==> config.mk <==
export PLATFORM = sky130hd
export DESIGN_NAME = mfa_div
export DESIGN_NICKNAME = d
export VERILOG_FILES = /design/src/rtl/mfa_pkg.sv /design/src/rtl/mfa_div.sv
export SDC_FILE = /design/constraint.sdc
export NUM_CORES = 1
export LEC_CHECK = 0
export BUFFER_PORTS_ARGS = -buffer_cell sky130_fd_sc_hd__buf_2
export CAP_MARGIN = 20
export CELL_PAD_IN_SITES_DETAIL_PLACEMENT = 1
export CELL_PAD_IN_SITES_GLOBAL_PLACEMENT = 2
export CORE_MARGIN = 2
export CORE_UTILIZATION = 38
export DETAILED_ROUTE_END_ITERATION = 7
export PLACE_DENSITY_LB_ADDON = 0.1
export REMOVE_ABC_BUFFERS = 1
export SYNTH_ARGS = -nofsm -noshare
export SYNTH_HDL_FRONTEND = slang
export SYNTH_SLANG_ARGS = --single-unit
export TNS_END_PERCENT = 30
==> constraint.sdc <==
create_clock -name clk_i -period 6.3 [get_ports clk_i]
set_input_delay 0.63 -clock clk_i [delete_from_list [all_inputs] [get_ports clk_i]]
set_output_delay 0.63 -clock clk_i [all_outputs]
set_load 0.005 [all_outputs]
==> src/rtl/mfa_pkg.sv <==
// Metaball field accumulator: shared types, constants and codes.
// Used by the top level, the divider and the bench; depends on nothing.
`timescale 1ns / 1ps

package mfa_pkg;

  // Grid size and derived widths
  localparam int GRID_VERTICES = 4096;
  localparam int ADDR_W        = $clog2(GRID_VERTICES);
  localparam int CNT_W         = $clog2(GRID_VERTICES + 1);

  // Divider widths: dividend up to |offset|*r2*4096, divisor is d2
  localparam int DIV_W  = 60;
  localparam int D2_W   = 34;
  localparam int DCNT_W = $clog2(DIV_W);

  // Register reset values
  localparam logic [31:0] THRESHOLD_RESET = 32'd1966;
  localparam logic [12:0] COUNT_RESET     = 13'd4096;

  // Configuration register indexes
  localparam logic CFG_THRESHOLD = 1'b0;
  localparam logic CFG_COUNT     = 1'b1;

  typedef enum logic [1:0] {
    OP_WRITE = 2'd0,
    OP_CLEAR = 2'd1,
    OP_ADD   = 2'd2,
    OP_READ  = 2'd3
  } op_e;

  typedef enum logic [3:0] {
    ST_CLEAR,
    ST_IDLE,
    ST_READ,
    ST_FETCH,
    ST_OFF,
    ST_MUL,
    ST_SUM,
    ST_DSTART,
    ST_DWAIT,
    ST_WB
  } state_e;

  typedef struct packed {
    logic [1:0]         op;
    logic [11:0]        vertex_index;
    logic signed [15:0] pos_x;
    logic signed [15:0] pos_y;
    logic signed [15:0] pos_z;
    logic [31:0]        radius_sq;
  } item_t;

  typedef struct packed {
    logic [11:0]        out_index;
    logic [31:0]        field_value;
    logic signed [31:0] normal_x;
    logic signed [31:0] normal_y;
    logic signed [31:0] normal_z;
  } result_t;

  // One entry of the field memory
  typedef struct packed {
    logic [31:0]        value;
    logic signed [31:0] nx;
    logic signed [31:0] ny;
    logic signed [31:0] nz;
  } field_word_t;

  // One entry of the position memory: z, y, x
  typedef struct packed {
    logic [15:0] z;
    logic [15:0] y;
    logic [15:0] x;
  } pos_word_t;

  typedef struct packed {
    logic              start;
    logic [DIV_W-1:0]  dividend;
    logic [D2_W-1:0]   divisor;
  } div_req_t;

  typedef struct packed {
    logic             done;
    logic [DIV_W-1:0] quotient;
  } div_rsp_t;

endpackage

==> src/rtl/mfa_div.sv <==
// Restoring divider, one quotient bit per cycle.
// Depends on mfa_pkg for widths and request/response types.
`timescale 1ns / 1ps

module mfa_div (
  input  logic              clk_i,
  input  logic              rst_ni,
  input  mfa_pkg::div_req_t req_i,
  output mfa_pkg::div_rsp_t rsp_o
);

  logic                         run_q, run_d;
  logic                         done_q, done_d;
  logic [mfa_pkg::DCNT_W-1:0]   cnt_q, cnt_d;
  logic [mfa_pkg::DIV_W-1:0]    dvd_q, dvd_d;
  logic [mfa_pkg::D2_W-1:0]     rem_q, rem_d;
  logic [mfa_pkg::D2_W-1:0]     dsr_q, dsr_d;
  logic [mfa_pkg::D2_W:0]       trial;
  logic                         fits;

  // Shift in one dividend bit, subtract when it fits
  assign trial = {rem_q, dvd_q[mfa_pkg::DIV_W-1]};
  assign fits  = trial >= {1'b0, dsr_q};

  always_comb begin
    run_d  = run_q;
    done_d = 1'b0;
    cnt_d  = cnt_q;
    dvd_d  = dvd_q;
    rem_d  = rem_q;
    dsr_d  = dsr_q;
    if (req_i.start) begin
      run_d = 1'b1;
      cnt_d = '0;
      dvd_d = req_i.dividend;
      rem_d = '0;
      dsr_d = req_i.divisor;
    end else if (run_q) begin
      rem_d = fits ? mfa_pkg::D2_W'(trial - {1'b0, dsr_q}) : trial[mfa_pkg::D2_W-1:0];
      dvd_d = {dvd_q[mfa_pkg::DIV_W-2:0], fits};
      cnt_d = cnt_q + 1'b1;
      if (cnt_q == mfa_pkg::DCNT_W'(mfa_pkg::DIV_W - 1)) begin
        run_d  = 1'b0;
        done_d = 1'b1;
      end
    end
  end

  always_ff @(posedge clk_i or negedge rst_ni) begin
    if (!rst_ni) begin
      run_q  <= 1'b0;
      done_q <= 1'b0;
      cnt_q  <= '0;
    end else begin
      run_q  <= run_d;
      done_q <= done_d;
      cnt_q  <= cnt_d;
    end
  end

  always_ff @(posedge clk_i) begin
    dvd_q <= dvd_d;
    rem_q <= rem_d;
    dsr_q <= dsr_d;
  end

  assign rsp_o.done     = done_q;
  assign rsp_o.quotient = dvd_q;

endmodule

==> results_dict.tcl <==
set metrics [dict create \
    powerDensity_nw_per_um2 248 \
    finalCritPeriodShare 0.543 \
    dp_hpwl_um 15100 \
    critPathSlowestCell "fa_1" \
    stdcell_area_um2 9240 \
    place_area_um2 8680 \
    synth_simple_gate_area_frac 0.119 \
    hold_violations 0 \
    place_ws_ns 2.84 \
    antenna_cells 0 \
    max_freq_ghz 0.293 \
    netlist_area_um2 7710 \
    core_area_um2 20100 \
    synth.area.top_cells "edfxtp_1 (37%), dfxtp_1 (8.8%), mux2_2 (8.8%)" \
    crit_start "dvd_q[59]" \
    finalMaxSlewViolations 0 \
    cts.path.max_buffers 2 \
    cts_hold_buffers 0 \
    root_buffer "clkbuf_16" \
    synth_cell_type_count 68 \
    slew_headroom 0.298 \
    final-setup-viol-count 0 \
    antenna_found_initial 1 \
    syn_area_per_cell_um2 10.9 \
    ir_drop_mv 0.166 \
    post-cts-setup-buffers 0 \
    grt_start_max_net_pins 75 \
    crit_fanout 6 \
    ios 158 \
    cts_buffers 17 \
    cts_max_level 4 \
    clk_pin_slew_ns 0.07 \
    initialDrtViolationCount 242 \
    cp.buffers_inverters 2 \
    ys_ff_latch 136 \
    grt_pass1_vias 6628 \
    synth-async-reset-ratio 0.0588 \
    vias 6042 \
    fill_cells 2249 \
    required_ns 6.59 \
    drv_cap 0 \
    synth_top_cell_by_area "edfxtp_1" \
    cp-end-kind "register" \
    wirelength_um 21100 \
    numClockSinks 136 \
    synthFlopType "edfxtp_1" \
    cts.repair.resized 0 \
    dieArea_um2 21500 \
    track_usage 0.204 \
    netlist.area_leader.share 0.366 \
    synth_fa_ha_area_frac 0.0594 \
    worstPathCellList "inv_1 -> ha_1 -> inv_1 -> fa_1 -> a21o_1 -> a221oi_2 -> a21oi_2 -> o21ai_1 -> a21boi_1 -> o2111a_1 -> o31ai_1 -> a211oi_1" \
    timing.final.ws_setup_ns 2.88 \
    synth_mux_area_frac 0.0902 \
    worstHoldPathType "in2async" \
    synthCells 707 \
    cts_tree "built" \
    fin_nets 981 \
    die_y_um 146 \
    first_pass_iters 4 \
    die_w_um 146 \
    path_class "reg2reg" \
    yosysSeqAreaShare 0.480 \
    rsz0062_at_grt "no" \
    fin_crit_ns 3.42 \
    synth_enable_flop_cells 94 \
    finClkSkew_ns 0.0120 \
    area_growth_syn_to_layout_pct 19.8 \
    routed_via_density 5.34 \
    layout_common_cells "buf_2 (156), edfxtp_1 (94), mux2_2 (60)" \
    finalSetupTns_ns 0 \
    worst_pin_slew_ns 1.05 \
    overflow 0 \
    row_count 52 \
    cpPeakStageDelay_ns 0.41 \
    synthXorXnorAreaFrac 0.0284 \
    wl_per_cell_um 18.6 \
    fin_util 0.460 \
    layout_commonest_cell "buf_2" \
    cpMostUsedCell "inv_1" \
    clk_latency_ns 0.44 \
    place_congestion 0.811 \
    synth_top_family_by_area "compound AO/OA/AOI/OAI gates" \
    numPortBuffers 157 \
    crit_arrival_ns 3.71 \
    initial_utilization 0.384 \
    leakagePower_nw 3.92 \
    status "completed" \
    drc 0 \
    yosys_warnings 0 \
    cpLargestDelayFamily "compound AO/OA/AOI/OAI gates" \
    drive_gt1_frac 0.331 \
    ant_nets 0 \
    startpoint_type "register" \
    r2r-start "dvd_q[59]" \
    grt_pass1_wl_um 34700 \
    synth-compound-area-share 0.175 \
]
-- sequential cells by signal, summed over array words and instances, names as in the netlist --
register  cells
cnt_q         6
dvd_q        60
dsr_q        34
done_q        1
run_q         1
rem_q        34
-- worst reg2reg max path: cells and delay by family, from the launching register on --
family	cells	cell delay (ns)
AOI/OAI and AO/OA	8	2.17
adders and majority gates	2	0.58
DFF	1	0.39
buffers and inverters	2	0.15
-- synthesized netlist by cell type, drive strengths merged, types with 4 or more instances --
library cell,number
edfxtp,94
mux2,60
nand2,60
nor2,54
inv,49
a21oi,41
ha,35
dfxtp,34
a311oi,28
o21ai,26
clkbuf,25
a21o,16
nand4,16
buf,14
nor3,14
xnor2,14
nand3,12
or3,11
xor2,11
dfrtp,8
a211oi,7
and3,7
o211ai,7
o21a,6
o21bai,5
a31oi,4
nand2b,4
o31ai,4
or4,4
-- report_power, final --
group | internal [W] | switching [W] | total (W)
combinational | 0.000129 | 0.000136 | 0.000265
clock | 0.000519 | 0.000451 | 0.000970
sequential | 0.00102 | 0.0000311 | 0.00106
total | 0.00167 | 0.000619 | 0.00229
-- routing by layer --
metal	part of all wire	track usage	up-vias
met5	0.00062	0	-
met2	0.48	0.344	163
li1	-	-	2922
met4	0.015	0.0670	2
met3	0.073	0.0706	24
met1	0.43	0.246	2931
-- logic make-up (layout without fill, tap and decap cells) --
family          count (synthesis)  in the layout
simple gates                  193            193
mux                            62             62
flops                         136            136
compound gates                167            167
xor+xnor                       25             25
fa+ha+maj                      36             36
buf+inv                        88            242
-- metrics by stage --
step | power, W | hold slack, ns | std cells
5_1_grt | 0.00239 | 0.0268 | 1131
4_1_cts | 0.00233 | 0.0105 | 1131
3_3_place_gp | 0.00133 | 0.480 | 1099
3_5_place_dp | 0.00134 | 0.484 | 1099
6_report | 0.00229 | 0.0229 | 1131
2_1_floorplan | 0.00121 | 0.334 | 668
-- layout make-up --
cell class,count,area (um^2),share of cell area
Sequential cell,136,3700,0.401
Multi-Input combinational cell,483,3640,0.393
Timing Repair Buffer,161,822,0.0890
Clock buffer,17,425,0.0460
Tap cell,270,338,0.0366
Inverter,49,184,0.0199
Clock inverter,15,131,0.0142
-- path summary, 6_finish.rpt --
| path | end | slack (ns) | cells after the start |
|---|---|---|---|
| worst max-delay path | rem_q[30] | 2.88 | 12 |
| worst min register to register | rem_q[31] | 0.51 | 2 |
| worst max register to register | rem_q[30] | 2.88 | 12 |
| worst min-delay path | cnt_q[2] | 0.02 | 1 |
| max in group asynchronous | run_q | 6.09 | 1 |
| min in group clk_i | dsr_q[27] | 0.37 | 1 |
No activity file was read; power rests on OpenSTA's default activity.
