File: src/rtl/mfa_ram.sv
// Generic single-write, single-read synchronous RAM with registered read.
// Standalone; no package dependency.
`timescale 1ns / 1ps

module mfa_ram #(
  parameter int Width = 8,
  parameter int Depth = 16
) (
  input  logic                     clk_i,
  input  logic                     we_i,
  input  logic [$clog2(Depth)-1:0] waddr_i,
  input  logic [Width-1:0]         wdata_i,
  input  logic [$clog2(Depth)-1:0] raddr_i,
  output logic [Width-1:0]         rdata_o
);

  logic [Width-1:0] mem [Depth];

  always_ff @(posedge clk_i) begin
    if (we_i) begin
      mem[waddr_i] <= wdata_i;
    end
    rdata_o <= mem[raddr_i];
  end

endmodule

File: config.mk
export PLATFORM = sky130hd
export DESIGN_NAME = mfa_ram
export DESIGN_NICKNAME = d
export VERILOG_FILES = /design/src/rtl/mfa_ram.sv
export SDC_FILE = /design/constraint.sdc
export NUM_CORES = 1
export LEC_CHECK = 0
export ABC_AREA = 1
export BUFFER_PORTS_ARGS = -buffer_cell sky130_fd_sc_hd__buf_4
export CAP_MARGIN = 20
export CORE_ASPECT_RATIO = 1.25
export CORE_MARGIN = 2
export CORE_UTILIZATION = 55
export DETAILED_ROUTE_END_ITERATION = 8
export PLACE_DENSITY = 0.72
export SLEW_MARGIN = 30
export SYNTH_ARGS = -nofsm -noshare
export SYNTH_HDL_FRONTEND = slang
export SYNTH_SLANG_ARGS = --single-unit
File: constraint.sdc
create_clock -name clk_i -period 1.9 [get_ports clk_i]
set_input_delay 0.095 -clock clk_i [delete_from_list [all_inputs] [get_ports clk_i]]
set_output_delay 0.095 -clock clk_i [all_outputs]
set_load 0.02 [all_outputs]
==> flow_summary.json, run 1 <==
{
  "portBuffers": 25,
  "critPathBufInv": 1,
  "yosys.area.top_type": "edfxtp_1",
  "slew_violations": 0,
  "synth_flop_cell": "edfxtp_1",
  "hold_ws_ns": 0.00462,
  "drive_gt1_frac": 0.120,
  "dp_hpwl_um": 7580,
  "placedCellCount": 697,
  "ys_types": 12,
  "antennaDiodeCount": 0,
  "die_width_um": 95.6,
  "syn_avg_cell_area_um2": 10.5,
  "fin_crit_sh": 0.538,
  "crit_path_max_fanout": 1,
  "antenna_found_initial": 0,
  "drc": 0,
  "setup_viol": 0,
  "cts.sinks": 136,
  "cts.htree.levels": 4,
  "power.leakage_nw": 2.93,
  "track_usage": 0.239,
  "gp_congestion": 0.886,
  "fp-row-count": 41,
  "io_pins": 26,
  "clk_pin_slew_ns": 0.06,
  "period_minus_slack_ns": 1.02,
  "async_flop_share": 0,
  "critical_path_required_ns": 2.21,
  "first_pass_iters": 5,
  "synth_fp_nets": 569,
  "cts_buffers": 17,
  "max-cap-violations": 0,
  "wl_per_cell_um": 17.0,
  "grt_overflow": 0,
  "slew_headroom": 0.524,
  "synthTopCellsByArea": "edfxtp_1 (67%), nand2_1 (11%), nand3_1 (8.4%), inv_1 (6.5%), dfxtp_1 (2.8%)",
  "syn2layout_area_growth_pct": 16.3,
  "critical_path.most_common_cell": "nand3_1",
  "synth-edff-count": 128,
  "hp-class": "in2reg",
  "final_hold_viol_count": 0,
  "startpoint_type": "flop",
  "drtIter0Drc": 349,
  "rsz0062_at_grt": "false",
  "grt_pass1_wl_um": 19400,
  "ys_seq_elements": 136,
  "synthesis.area_um2": 5770,
  "die_area_um2": 11300,
  "avgViaCountPerCell": 5.24,
  "synth-seq-area-share": 0.694,
  "clk_latency_ns": 0.41,
  "crit_slowest_cell": "edfxtp_1",
  "yosysTopAreaCellShare": 0.667,
  "netlist_top_cells_count": "nand2_1 (173), edfxtp_1 (128), inv_1 (100), nand3_1 (97), nor2_1 (17)",
  "outcome": "complete, no violations",
  "final_util": 0.660,
  "cts_tree": "built",
  "path_delay_family": "simple AND/OR/NAND/NOR gates",
  "ant_nets": 0,
  "layout.nets": 605,
  "final_cells": 729,
  "cts_root_buffer": "clkbuf_16",
  "power_density_nw_per_um2": 1060,
  "total_power_mw": 7.13,
  "crit_type": "reg2reg",
  "core-area_um2": 10200,
  "netlist_instances": 551,
  "vdd_ir_drop_max_mv": 0.917,
  "yosysMostFrequentCell": "nand2_1",
  "num_vias": 3821,
  "crit_arrival_ns": 1.33,
  "grt_max_degree": 44,
  "cts_buffer_depth": 2,
  "crit_chain": "inv_1, nand2_1, nand3_1, nand3_1, nand3_1, nand2_1",
  "start_util": 0.568,
  "hold_buffers": 0,
  "totalWireLength_um": 12400,
  "cts_resized": 0,
  "crit_path_end_kind": "flop",
  "ys_warn_count": 0,
  "die_y_um": 118,
  "slowest_delay_ns": 0.37,
  "fin_tns_setup_ns": 0,
  "grt_pass1_vias": 3742,
  "post_cts_buffers": 0,
  "worstMarginPinSlew_ns": 0.711,
  "finClkSkew_ns": 0.0137,
  "max_freq_ghz": 0.978
}
[per-stage QoR]
| stage | setup WS (ns) | area [µm²] |
|---|---|---|
| 2_1_floorplan | 0.854 | 5770 |
| 3_3_place_gp | 0.606 | 6090 |
| 3_5_place_dp | 0.533 | 6090 |
| 4_1_cts | 0.855 | 6700 |
| 5_1_grt | 0.782 | 6700 |
| 6_report | 0.877 | 6700 |
[logic make-up after synthesis]
kind of cell	after synthesis	synth area share
buffers and inverters	126	0.0952
and+or+nand+nor	289	0.210
DFF	136	0.694
[sequential cells by signal, indices dropped and copies added, names as in the netlist]
register and count:
mem 128, rdata_o 8
[cell usage in the layout (no fill, tap or decap)]
| master | count |
|---|---|
| buf_12 | 2 |
| buf_4 | 39 |
| bufinv_16 | 3 |
| clkbuf_1 | 3 |
| clkbuf_16 | 17 |
| clkbuf_8 | 4 |
| clkinv_2 | 4 |
| clkinvlp_4 | 1 |
| dfxtp_1 | 8 |
| edfxtp_1 | 128 |
| inv_1 | 100 |
| inv_2 | 2 |
| nand2_1 | 173 |
| nand3_1 | 97 |
| nand3b_1 | 2 |
| nor2_1 | 17 |
[worst paths after layout]
check | startpoint | endpoint | slack [ns] | cells after the start
min | raddr_i[3] | rdata_o[0] | 0.005 | 3
max | mem[7][6] | rdata_o[6] | 0.88 | 6
min reg2reg | mem[10][0] | rdata_o[0] | 0.66 | 6
max reg2reg | mem[7][6] | rdata_o[6] | 0.88 | 6
[cell type report]
class / count / area, µm²
Multi-Input combinational cell: 289 / 1210
Timing Repair Buffer: 41 / 333
Clock buffer: 24 / 492
Inverter: 102 / 383
Fill cell: 760 / 3450
Tap cell: 129 / 161
Clock inverter: 8 / 118
Sequential cell: 136 / 4000
[worst min-delay path, delay by kind of cell]
family / cells / cell delay [ns]
simple gates: 2 / 0.15
buf+inv: 1 / 0.15
[metal layers]
metal | share of wire | track usage
met5 | 0 | 0
met2 | 0.53 | 0.403
met4 | 0.023 | 0.0982
met3 | 0.064 | 0.0618
met1 | 0.38 | 0.289
[power breakdown]
group | internal [mW] | leakage [nW] | switching [mW]
logic | 0.140 | 1.41 | 0.305
clock network | 2.19 | 0.300 | 1.12
registers | 3.36 | 1.22 | 0.0190
total | 5.69 | 2.93 | 1.44
(Power assumes the default switching activity.)
==> inputs of run 2 (changes only) <==
--- a/config.mk
+++ b/config.mk
@@ -12,7 +12,7 @@
 export CORE_MARGIN = 2
 export CORE_UTILIZATION = 55
 export DETAILED_ROUTE_END_ITERATION = 8
-export PLACE_DENSITY = 0.72
+export PLACE_DENSITY = 0.75
 export SLEW_MARGIN = 30
 export SYNTH_ARGS = -nofsm -noshare
 export SYNTH_HDL_FRONTEND = slang
==> constraint.sdc (replaced) <==
create_clock -name clk_i -period 0.8 [get_ports clk_i]
set_input_delay 0.04 -clock clk_i [delete_from_list [all_inputs] [get_ports clk_i]]
set_output_delay 0.04 -clock clk_i [all_outputs]
set_load 0.02 [all_outputs]
==> flow_summary.json, run 2 (synthesis results as in run 1) <==
{
  "die_y_um": 118,
  "track_usage": 0.260,
  "failed_checks": "negative setup slack",
  "wl_per_cell_um": 18.0,
  "cts_root_buffer": "clkbuf_16",
  "crit_arrival_ns": 1.31,
  "gp_congestion": 0.808,
  "syn2layout_area_growth_pct": 26.0,
  "ant_nets": 0,
  "io_pins": 26,
  "final_common_cell": "nand2_1",
  "crit_slowest_cell": "edfxtp_1",
  "cts_tree": "built",
  "fp-row-count": 41,
  "start_util": 0.568,
  "timing.rr.end": "rdata_o[1]",
  "die_area_um2": 11300,
  "totalWireLength_um": 13500,
  "critPathBufInv": 1,
  "largestRegisters": "mem x128, rdata_o x8",
  "hp-class": "in2reg",
  "place_ws_ns": -0.362,
  "final_cell_area_um2": 7270,
  "setup_viol": 16,
  "avgViaCountPerCell": 5.31,
  "layout.nets": 624,
  "crit_path_end_kind": "flop",
  "cts.sinks": 136,
  "critical_path_required_ns": 1.10,
  "antenna_found_initial": 0,
  "cts_buffers": 17,
  "largest_reg_flops": 128,
  "cts.htree.levels": 4,
  "die_width_um": 95.6,
  "critical_path.most_common_cell": "nand3_2",
  "finClkSkew_ns": 0.00632,
  "drive_gt1_frac": 0.249,
  "power_density_nw_per_um2": 2330,
  "cts_buffer_depth": 2,
  "crit_path_max_fanout": 1,
  "num_vias": 3971,
  "worstMarginPinSlew_ns": 0.389,
  "antennaDiodeCount": 0,
  "slew_violations": 0,
  "grt_pass1_vias": 4058,
  "crit_chain": "inv_1, nand2_1, nand3_2, nand3_2, nand3_2, nand2_2",
  "final_cell_mix": "nand2_1 (170), edfxtp_1 (128), inv_1 (98), nand3_1 (54), nand3_2 (43)",
  "slowest_delay_ns": 0.39,
  "fin_crit_sh": 1.27,
  "grt_pass1_wl_um": 21200,
  "portBuffers": 25,
  "startpoint_type": "flop",
  "clk_latency_ns": 0.41,
  "crit_type": "reg2reg",
  "crit_start": "mem[1][1]",
  "hold_ws_ns": 0.0227,
  "crit_path_end": "rdata_o[1]",
  "drtIter0Drc": 352,
  "period_minus_slack_ns": 1.02,
  "r2r-start": "mem[1][1]",
  "path_depth": 6,
  "post_cts_buffers": 0,
  "grt_max_degree": 52,
  "outcome": "finished with violations",
  "first_pass_iters": 5,
  "final_hold_viol_count": 0,
  "rsz0062_at_grt": "true",
  "rr_worst_depth": 6,
  "dp_hpwl_um": 8240,
  "vdd_ir_drop_max_mv": 1.58,
  "slew_headroom": 0.741,
  "rrSetupSlack_ns": -0.22,
  "drc": 0,
  "largest_register": "mem",
  "place_area_um2": 6370,
  "path_delay_family": "simple AND/OR/NAND/NOR gates",
  "power.leakage_nw": 3.13,
  "max-cap-violations": 0,
  "max_freq_ghz": 0.985,
  "core-area_um2": 10200,
  "clk_pin_slew_ns": 0.05,
  "grt_overflow": 0,
  "fin_ws_ns": -0.215
}
-- run 2: timing repair --
item	CTS	global route
hold buffers	6	0
endpoints found under the hold margin	87	0
resized for setup	46	16
endpoints found under the setup margin	16	16
pin swaps	23	7
-- run 2: metal layers --
layer | vias up | routed length, µm | GRT usage
li1 | 1886 | - | -
met1 | 1875 | 5080 | 0.309
met2 | 172 | 6980 | 0.431
met3 | 38 | 869 | 0.0618
met4 | 0 | 552 | 0.138
met5 | - | 0 | 0
-- run 2: worst min-delay path by stage --
stage | slack (ns) | from | to | cells after the start
after detailed placement | 0.39 | wdata_i[1] | mem[5][1] | 1
final | 0.02 | wdata_i[0] | mem[3][0] | 1
after CTS | 0.009 | wdata_i[0] | mem[3][0] | 1
after global routing | 0.009 | wdata_i[0] | mem[3][0] | 1
after global placement | 0.38 | wdata_i[1] | mem[6][1] | 1
after floorplan | 0.14 | wdata_i[0] | mem[0][0] | 0
-- run 2: final cells by class --
class | instances | area, µm²
timing repair buffer | 60 | 608
clock buffer | 28 | 507
tap | 129 | 161
fill | 652 | 2890
inverter | 102 | 383
clock inverter | 4 | 70.1
multi-input combinational | 289 | 1520
sequential | 136 | 4010
-- run 2: report_power, final --
part	internal, mW	switching (mW)	total (mW)
Clock	4.91	2.63	7.54
Combinational	0.497	0.861	1.36
Sequential	7.98	0.0598	8.04
Total	13.4	3.55	16.9
-- run 2: per-stage QoR --
| step | setup TNS [ns] | power, mW | util | std cells |
|---|---|---|---|---|
| 2_1_floorplan | -7.31 | 8.81 | - | 551 |
| 4_1_cts | -2.06 | 16.9 | 0.709 | 748 |
| 3_3_place_gp | -34.28 | 9.31 | 0.628 | 710 |
| 3_5_place_dp | -38.04 | 9.35 | 0.628 | 710 |
| 6_report | -1.97 | 16.9 | 0.715 | 748 |
| 5_1_grt | -2.56 | 17.4 | 0.715 | 748 |
-- run 2: worst reg2reg max path: stages, from the launching register on --
cell and delay [ns]:
edfxtp_1 0.39, inv_1 0.09, nand2_1 0.09, nand3_2 0.09
nand3_2 0.10, nand3_2 0.10, nand2_2 0.05
